--- config.mk ---
export PLATFORM = sky130hd
export DESIGN_NAME = y64_byte_stream_encoder
export DESIGN_NICKNAME = d
export VERILOG_FILES = /design/src/rtl/y64e_pkg.sv /design/src/rtl/y64e_front.sv /design/src/rtl/y64e_queue.sv /design/src/rtl/y64e_back.sv /design/src/rtl/y64_byte_stream_encoder.sv
export SDC_FILE = /design/constraint.sdc
export NUM_CORES = 1
export LEC_CHECK = 0
export BUFFER_PORTS_ARGS = -buffer_cell sky130_fd_sc_hd__buf_2
export CAP_MARGIN = 20
export CORE_ASPECT_RATIO = 1.75
export CORE_MARGIN = 4
export CORE_UTILIZATION = 60
export DETAILED_ROUTE_END_ITERATION = 16
export PLACE_DENSITY = 0.81
export SLEW_MARGIN = 20
export SYNTH_ARGS = -nofsm -noshare
export SYNTH_HDL_FRONTEND = slang
export SYNTH_HIERARCHICAL = 1
export SYNTH_SLANG_ARGS = --single-unit
export TNS_END_PERCENT = 100
--- constraint.sdc ---
create_clock -name clk -period 5.3 [get_ports clk]
set_input_delay 1.06 -clock clk [delete_from_list [all_inputs] [get_ports clk]]
set_output_delay 1.06 -clock clk [all_outputs]
set_load 0.03 [all_outputs]
--- src/rtl/y64e_pkg.sv ---
// Package for the y64 byte stream encoder: job type, pad code and the
// six-bit to character mapping. Used by every module of the block.
package y64e_pkg;

  localparam int unsigned CHAR_W    = 7;
  localparam int unsigned NUM_SLOTS = 4;
  localparam int unsigned SLOT_W    = 2;

  localparam logic [CHAR_W-1:0] PAD_CHAR = 7'h2d;

  // One accepted byte becomes one job: up to four characters, the index of
  // the last valid slot, and whether the last slot ends the message.
  typedef struct packed {
    logic [NUM_SLOTS-1:0][CHAR_W-1:0] chars;
    logic [SLOT_W-1:0]                last_slot;
    logic                             has_end;
  } job_t;

  // Map a six-bit value onto the y64 alphabet A-Z a-z 0-9 . _
  function automatic logic [CHAR_W-1:0] y64_digit(input logic [5:0] six);
    logic [CHAR_W-1:0] v;
    v = {1'b0, six};
    if (six inside {[6'd0:6'd25]}) begin
      return v + 7'd65;
    end else if (six inside {[6'd26:6'd51]}) begin
      return v + 7'd71;
    end else if (six inside {[6'd52:6'd61]}) begin
      return v - 7'd4;
    end else if (six == 6'd62) begin
      return 7'h2e;
    end else begin
      return 7'h5f;
    end
  endfunction

endpackage

--- src/rtl/y64e_front.sv ---
// Front part of the y64 encoder: accepts bytes, tracks the group phase and
// carried bits, and turns each byte into one job. Depends on y64e_pkg.
module y64e_front (
  input  logic                 clk,
  input  logic                 rst,
  input  logic                 s_tvalid,
  output logic                 s_tready,
  input  logic [7:0]           s_tdata,   // [7:0] data_byte
  input  logic                 s_tlast,   // is_final
  output logic                 push_valid,
  input  logic                 push_ready,
  output y64e_pkg::job_t       push_job
);

  logic [1:0] group_phase;
  logic [1:0] group_phase_next;
  logic [3:0] carry_bits;
  logic [3:0] carry_bits_next;
  logic       accept;

  assign s_tready   = push_ready;
  assign push_valid = s_tvalid;
  assign accept     = s_tvalid && push_ready;

  always_comb begin
    push_job           = '0;
    group_phase_next   = group_phase;
    carry_bits_next    = carry_bits;
    push_job.has_end   = s_tlast;
    case (group_phase)
      2'd1: begin
        push_job.chars[0] = y64e_pkg::y64_digit({carry_bits[1:0], s_tdata[7:4]});
        carry_bits_next   = s_tdata[3:0];
        group_phase_next  = 2'd2;
        if (s_tlast) begin
          push_job.chars[1]  = y64e_pkg::y64_digit({s_tdata[3:0], 2'b00});
          push_job.chars[2]  = y64e_pkg::PAD_CHAR;
          push_job.last_slot = 2'd2;
        end
      end
      2'd2: begin
        push_job.chars[0]  = y64e_pkg::y64_digit({carry_bits, s_tdata[7:6]});
        push_job.chars[1]  = y64e_pkg::y64_digit(s_tdata[5:0]);
        push_job.last_slot = 2'd1;
        carry_bits_next    = 4'd0;
        group_phase_next   = 2'd0;
      end
      default: begin
        // Phase zero; the unused phase code behaves the same way.
        push_job.chars[0] = y64e_pkg::y64_digit(s_tdata[7:2]);
        carry_bits_next   = {2'b00, s_tdata[1:0]};
        group_phase_next  = 2'd1;
        if (s_tlast) begin
          push_job.chars[1]  = y64e_pkg::y64_digit({s_tdata[1:0], 4'b0000});
          push_job.chars[2]  = y64e_pkg::PAD_CHAR;
          push_job.chars[3]  = y64e_pkg::PAD_CHAR;
          push_job.last_slot = 2'd3;
        end
      end
    endcase
    if (s_tlast) begin
      group_phase_next = 2'd0;
      carry_bits_next  = 4'd0;
    end
  end

  always_ff @(posedge clk) begin
    if (rst) begin
      group_phase <= 2'd0;
      carry_bits  <= 4'd0;
    end else if (accept) begin
      group_phase <= group_phase_next;
      carry_bits  <= carry_bits_next;
    end
  end

endmodule

--- src/rtl/y64e_queue.sv ---
// Short job queue between the front and back parts of the y64 encoder.
// Register based, one write and one read port. Depends on y64e_pkg.
module y64e_queue #(
  parameter int unsigned DEPTH = 4
) (
  input  logic           clk,
  input  logic           rst,
  input  logic           push_valid,
  output logic           push_ready,
  input  y64e_pkg::job_t push_job,
  output logic           pop_valid,
  input  logic           pop_ready,
  output y64e_pkg::job_t pop_job
);

  localparam int unsigned PTR_W = (DEPTH > 1) ? $clog2(DEPTH) : 1;
  localparam int unsigned CNT_W = $clog2(DEPTH + 1);
  localparam logic [PTR_W-1:0] LAST_PTR = PTR_W'(DEPTH - 1);

  y64e_pkg::job_t entries [DEPTH];
  logic [PTR_W-1:0] wr_ptr;
  logic [PTR_W-1:0] rd_ptr;
  logic [CNT_W-1:0] count;
  logic             do_push;
  logic             do_pop;

  assign push_ready = (count != CNT_W'(DEPTH));
  assign pop_valid  = (count != '0);
  assign pop_job    = entries[rd_ptr];
  assign do_push    = push_valid && push_ready;
  assign do_pop     = pop_valid && pop_ready;

  always_ff @(posedge clk) begin
    if (do_push) begin
      entries[wr_ptr] <= push_job;
    end
  end

  always_ff @(posedge clk) begin
    if (rst) begin
      wr_ptr <= '0;
      rd_ptr <= '0;
      count  <= '0;
    end else begin
      if (do_push) begin
        wr_ptr <= (wr_ptr == LAST_PTR) ? '0 : wr_ptr + 1'b1;
      end
      if (do_pop) begin
        rd_ptr <= (rd_ptr == LAST_PTR) ? '0 : rd_ptr + 1'b1;
      end
      if (do_push && !do_pop) begin
        count <= count + 1'b1;
      end else if (do_pop && !do_push) begin
        count <= count - 1'b1;
      end
    end
  end

endmodule

--- src/rtl/y64e_back.sv ---
// Back part of the y64 encoder: sends the characters of queued jobs
// one per cycle while not stalled, via an output register. Uses y64e_pkg.
module y64e_back (
  input  logic           clk,
  input  logic           rst,
  input  logic           pop_valid,
  output logic           pop_ready,
  input  y64e_pkg::job_t pop_job,
  output logic           m_tvalid,
  input  logic           m_tready,
  output logic [7:0]     m_tdata,   // [6:0] char_code, [7] zero
  output logic           m_tlast    // end_of_text
);

  y64e_pkg::job_t                     job;
  logic                               busy;
  logic [y64e_pkg::SLOT_W-1:0]        slot;
  logic [y64e_pkg::CHAR_W-1:0]        out_char;
  logic                               load;
  logic                               done;

  assign load      = busy && (!m_tvalid || m_tready);
  assign done      = load && (slot == job.last_slot);
  assign pop_ready = !busy || done;
  assign m_tdata   = {1'b0, out_char};

  always_ff @(posedge clk) begin
    if (rst) begin
      busy <= 1'b0;
    end else if (pop_valid && pop_ready) begin
      busy <= 1'b1;
    end else if (done) begin
      busy <= 1'b0;
    end
  end

  always_ff @(posedge clk) begin
    if (pop_valid && pop_ready) begin
      job  <= pop_job;
      slot <= '0;
    end else if (load) begin
      slot <= slot + 1'b1;
    end
  end

  always_ff @(posedge clk) begin
    if (rst) begin
      m_tvalid <= 1'b0;
    end else if (load) begin
      m_tvalid <= 1'b1;
    end else if (m_tready) begin
      m_tvalid <= 1'b0;
    end
  end

  always_ff @(posedge clk) begin
    if (load) begin
      out_char <= job.chars[slot];
      m_tlast  <= done && job.has_end;
    end
  end

endmodule

--- src/rtl/y64_byte_stream_encoder.sv ---
// Top level of the y64 byte stream encoder. Instantiates the front part,
// the job queue and the back part. Depends on y64e_pkg and those modules.
//
// Usage: raw bytes enter on the slave stream (s_*), one byte per request,
// with s_tlast set on the final byte of a message. Encoded characters of
// the y64 alphabet (A-Z a-z 0-9 . _) and the '-' pad leave on the master
// stream (m_*), one character per request, with m_tlast set on the final
// character of the message. A new message starts after every s_tlast.
// Each byte turns into one job at the moment it is accepted: one, two,
// three or four characters. Jobs wait in a short queue (QUEUE_DEPTH
// entries) so that the input side keeps accepting while the output side
// drains. The back part sends one character per cycle unless stalled, so
// output is the limit: a byte gives one to four characters, on average
// four characters per three bytes. With the queue empty, the job of a
// byte passes the queue, the job register and then the output register.
// If the receiver stalls, the output register holds its character, the
// back part stops taking jobs, and once the queue is full s_tready falls.
// Synchronous reset empties the queue, drops any pending character and
// returns the group phase to the start of a message.
module y64_byte_stream_encoder #(
  parameter int unsigned QUEUE_DEPTH = 4
) (
  input  logic       clk,
  input  logic       rst,
  input  logic       s_tvalid,
  output logic       s_tready,
  input  logic [7:0] s_tdata,    // [7:0] data_byte
  input  logic       s_tlast,    // is_final
  output logic       m_tvalid,
  input  logic       m_tready,
  output logic [7:0] m_tdata,    // [6:0] char_code, [7] zero
  output logic       m_tlast     // end_of_text
);

  // Jobs flow from the front part into the queue.
  logic           push_valid;
  logic           push_ready;
  y64e_pkg::job_t push_job;

  // And from the queue into the back part.
  logic           pop_valid;
  logic           pop_ready;
  y64e_pkg::job_t pop_job;

  y64e_front u_front (
    .clk        (clk),
    .rst        (rst),
    .s_tvalid   (s_tvalid),
    .s_tready   (s_tready),
    .s_tdata    (s_tdata),
    .s_tlast    (s_tlast),
    .push_valid (push_valid),
    .push_ready (push_ready),
    .push_job   (push_job)
  );

  y64e_queue #(
    .DEPTH (QUEUE_DEPTH)
  ) u_queue (
    .clk        (clk),
    .rst        (rst),
    .push_valid (push_valid),
    .push_ready (push_ready),
    .push_job   (push_job),
    .pop_valid  (pop_valid),
    .pop_ready  (pop_ready),
    .pop_job    (pop_job)
  );

  y64e_back u_back (
    .clk       (clk),
    .rst       (rst),
    .pop_valid (pop_valid),
    .pop_ready (pop_ready),
    .pop_job   (pop_job),
    .m_tvalid  (m_tvalid),
    .m_tready  (m_tready),
    .m_tdata   (m_tdata),
    .m_tlast   (m_tlast)
  );

endmodule

==> metrics list <==
- Status: finished clean
* Vias per std cell: 6.66
- For this run the aggregate overflow at the end of global routing stands at 0.
- Register share of total power: 0.476
- At the worst endpoint, the required time is 5.48 ns.
- Post-route clock period utilization: 0.663
* Post-detailed-route wirelength per cell: 24.2 um
- Routability-driven placement finished with a final weighted congestion of 0.957.
* Most used flip-flop cell after synthesis: sky130_fd_sc_hd__edfxtp_1
- The mapped netlist covers 0.00938 mm^2.
- Initial drt markers: 388
* Core Rows: 60
* Worst Max-Slew Pin Slew: 0.888 ns
- Maximum number of pins on one net before global-route repair: 32
- Setup repair after global routing missed its margin: no
* Class of the tightest hold or removal check: flip-flop to flip-flop
* Setup-failing EPs final: 0
- After the last flow step, the layout net total stands at 753.
* Per-instance average area after synthesis: 13.3 um^2
- The clock net in this run drives a total of 182 sinks.
- Worst clock skew on the final layout: 0.00995 ns
- In this run the tool buffered the top-level ports with 22 buffer cells.
- 0 antenna diodes ended up in the layout.
* WL final: 21800 um
- Synthesis inferred 182 register bits.
- Number of failing hold endpoints at the final stage: 0
* Vias: 5994
- Count of unresolved DRC violations after routing: 0
- Hold timing on the final database bottoms out at a slack of 0.502 ns.
- Across the VDD grid, the largest voltage drop is 0.000264 V.
* Fill cell total of the finished layout: 1051
- # IOs: 24
- The number of pins exceeding their max-slew limit in the final report came to 0.
- The floorplan step defined a core boundary enclosing 0.0154 mm^2.
* Share of flip-flops with an asynchronous set or reset: 0
* Synth unique cells: 88
- TritonCTS built the clock tree.
- NetSw: 1.32 mW
- From left edge to right edge, the die measures 103 um.
- Count of flip-flops with a built-in enable after synthesis: 163
* Accumulated negative setup slack: 0 ns
* Number of levels the H-tree was split into: 4
- Cell internal power was estimated by the tool at 3.21 mW.
- Share of the core filled with cells: 0.655
* Maximum clock rate: 285 MHz
- For the worst setup path, the data arrival time is 3.70 ns.
- In this run the worst path has a maximum fanout of 14.
- The die is 173 um tall.
* Worst max-slew margin expressed relative to the limit: 0.408
- Switching fraction of total power: 0.291
* Layout cell share with drive strength beyond 1: 0.169
* Clock network fraction of design power: 0.278
- Summed over all nets, the half-perimeter wirelength after detailed placement is 14900 um.
- Sequential cell area fraction in the yosys report: 0.563
- The worst setup path is of the primary input to flip-flop kind.
* Share of total power in combinational logic: 0.246
- From synthesis to final layout, the design area changed by 7.51%.
* Period minus WS final: 3.51 ns
* CTS Hold Bufs: 0
- The number of global-route vias before repair is 6139.
- The longest clock path from root to sink contains 2 buffers.
- Leaving out fill and tap cells, the most frequent cell in the layout is sky130_fd_sc_hd__edfxtp_1.
- Post-cts repair resize count: 0
- In this run the remaining antenna-violating nets after routing total 0.
* Cell count after synthesis: 703
- Summed over all cells, the static leakage comes to 3.49 nW.
- During synthesis, Yosys emitted a total of 6 warnings.
- Startpoint class of the critical path: primary input
* Pre-antenna DRT Iters: 6
- Number of buffers inserted during clock tree synthesis: 17
- Number of antenna violations at the first check in global routing: 0
- For this configuration, the core starts out at a cell density of 0.609.
* Area of the die: 0.0178 mm^2
- Clock root buffer: sky130_fd_sc_hd__clkbuf_16
- Pwr per Cell Area: 449 mW/mm^2
* Clock slew seen by the registers of the worst setup and hold paths: 0.07 ns
* Clock insertion delay at the later pin of the skew report: 0.42 ns
- First-pass GRT wire length: 33900 um
- STA classifies the critical path endpoint as a flip-flop.
* Top library cells by usage in the layout, fill and taps aside: 163 x sky130_fd_sc_hd__edfxtp_1, 41 x sky130_fd_sc_hd__nand2_1, 38 x sky130_fd_sc_hd__ha_1
* GRT Total Usage: 0.256
- The tool flagged a number of max-cap violations equal to 0.
- After clock tree synthesis, the setup repair step added 0 buffers.
-- per-layer routing --
layer  vias to the layer above  share of wire  track usage
met4                         0          0.067        0.161
li1                       2693              -            -
met5                         -              0            0
met2                       278           0.53        0.439
met3                        79          0.044       0.0395
met1                      2944           0.36        0.288
-- logic make-up (layout without fill, tap and decap cells) --
logic type	count (synthesis)	after routing	synth area share
flops	182	182	0.563
mux	44	44	0.101
simple gates	173	173	0.0942
fa+ha+maj	39	39	0.0528
compound gates	156	156	0.118
xor+xnor	28	28	0.0290
buf+inv	79	85	0.0420
other cells	2	7	0.000801
-- power by group through the flow --
| stage | sequential (mW) | combinational, mW | clock, mW |
|---|---|---|---|
| finish | 2.15 | 1.11 | 1.26 |
| global route | 2.18 | 1.21 | 1.34 |
| CTS | 2.16 | 1.13 | 1.28 |
| detailed placement | 2.18 | 1.11 | 0 |
| global placement | 2.16 | 1.08 | 0 |
| floorplan | 2.15 | 0.850 | 0 |
-- metrics by stage --
stage               cell area (um^2)  power (mW)  setup slack (ns)  cells
CTS                            10100        4.57              1.84    900
detailed placement              9480        3.30              1.40    868
global route                   10100        4.73              1.64    900
finish                         10100        4.52              1.79    900
floorplan                       9400        3.00              1.86    708
global placement                9480        3.25              1.36    868
-- final timing paths --
check                                            from                    end  slack [ns]  cells after the start
worst max-delay path                       s_tdata[5]  u_queue/entries[2][8]        1.79                      9
worst max register to register  u_front/carry_bits[0]  u_queue/entries[3][6]        2.08                      8
worst min register to register      u_queue/rd_ptr[0]              flip-flop        0.50                      2
worst min-delay path                u_queue/rd_ptr[0]              flip-flop        0.50                      2
-- worst max-delay path, cell delays in order --
cell and delay [ns]:
sky130_fd_sc_hd__buf_2 0.20, sky130_fd_sc_hd__inv_2 0.25, sky130_fd_sc_hd__ha_1 0.42, sky130_fd_sc_hd__a21bo_1 0.25, sky130_fd_sc_hd__a32o_2 0.32, sky130_fd_sc_hd__or3_1 0.52
sky130_fd_sc_hd__nor3_1 0.21, sky130_fd_sc_hd__nor3_1 0.09, sky130_fd_sc_hd__a2bb2oi_1 0.36
-- area by class of cell --
class / count / area, um^2 / share of cell area
inverters: 27 / 101 / 0.0101
multi-input cells: 447 / 3730 / 0.370
repair buffers: 26 / 140 / 0.0139
flip-flops and latches: 182 / 5280 / 0.524
clock inverters: 15 / 175 / 0.0174
clock buffers: 17 / 425 / 0.0422
well taps: 186 / 233 / 0.0231
-- sequential cells by signal (all words and copies together) (netlist names), 2 cells and up, named ones only --
name	flops
u_front/group_phase	2
u_queue/count	3
u_back/job	31
u_back/slot	2
u_front/carry_bits	4
u_queue/wr_ptr	2
u_back/out_char	7
u_queue/rd_ptr	2
u_queue/entries	124
-- cells in the mapped netlist (6+ instances only) --
cell type	count	area, um^2
sky130_fd_sc_hd__edfxtp_1	163	4890
sky130_fd_sc_hd__nand2_1	41	154
sky130_fd_sc_hd__ha_1	38	475
sky130_fd_sc_hd__nor2_1	37	139
sky130_fd_sc_hd__a21oi_1	31	155
sky130_fd_sc_hd__mux4_2	31	698
sky130_fd_sc_hd__inv_1	26	97.6
sky130_fd_sc_hd__o21ai_0	26	130
sky130_fd_sc_hd__clkbuf_1	20	75.1
sky130_fd_sc_hd__xnor2_1	20	175
sky130_fd_sc_hd__dfxtp_1	19	380
sky130_fd_sc_hd__nor3_1	19	95.1
sky130_fd_sc_hd__buf_4	17	128
sky130_fd_sc_hd__nand3_1	17	85.1
sky130_fd_sc_hd__a31oi_1	12	75.1
sky130_fd_sc_hd__buf_2	8	40.0
sky130_fd_sc_hd__nor2b_1	8	50.1
sky130_fd_sc_hd__o211ai_1	8	60.1
sky130_fd_sc_hd__o21ai_1	8	40.0
sky130_fd_sc_hd__a211oi_1	7	52.6
sky130_fd_sc_hd__mux4_1	7	184
sky130_fd_sc_hd__nand2b_1	7	43.8
sky130_fd_sc_hd__or3_1	6	37.5
sky130_fd_sc_hd__xor2_1	6	52.6
(Power assumes the default switching activity.)
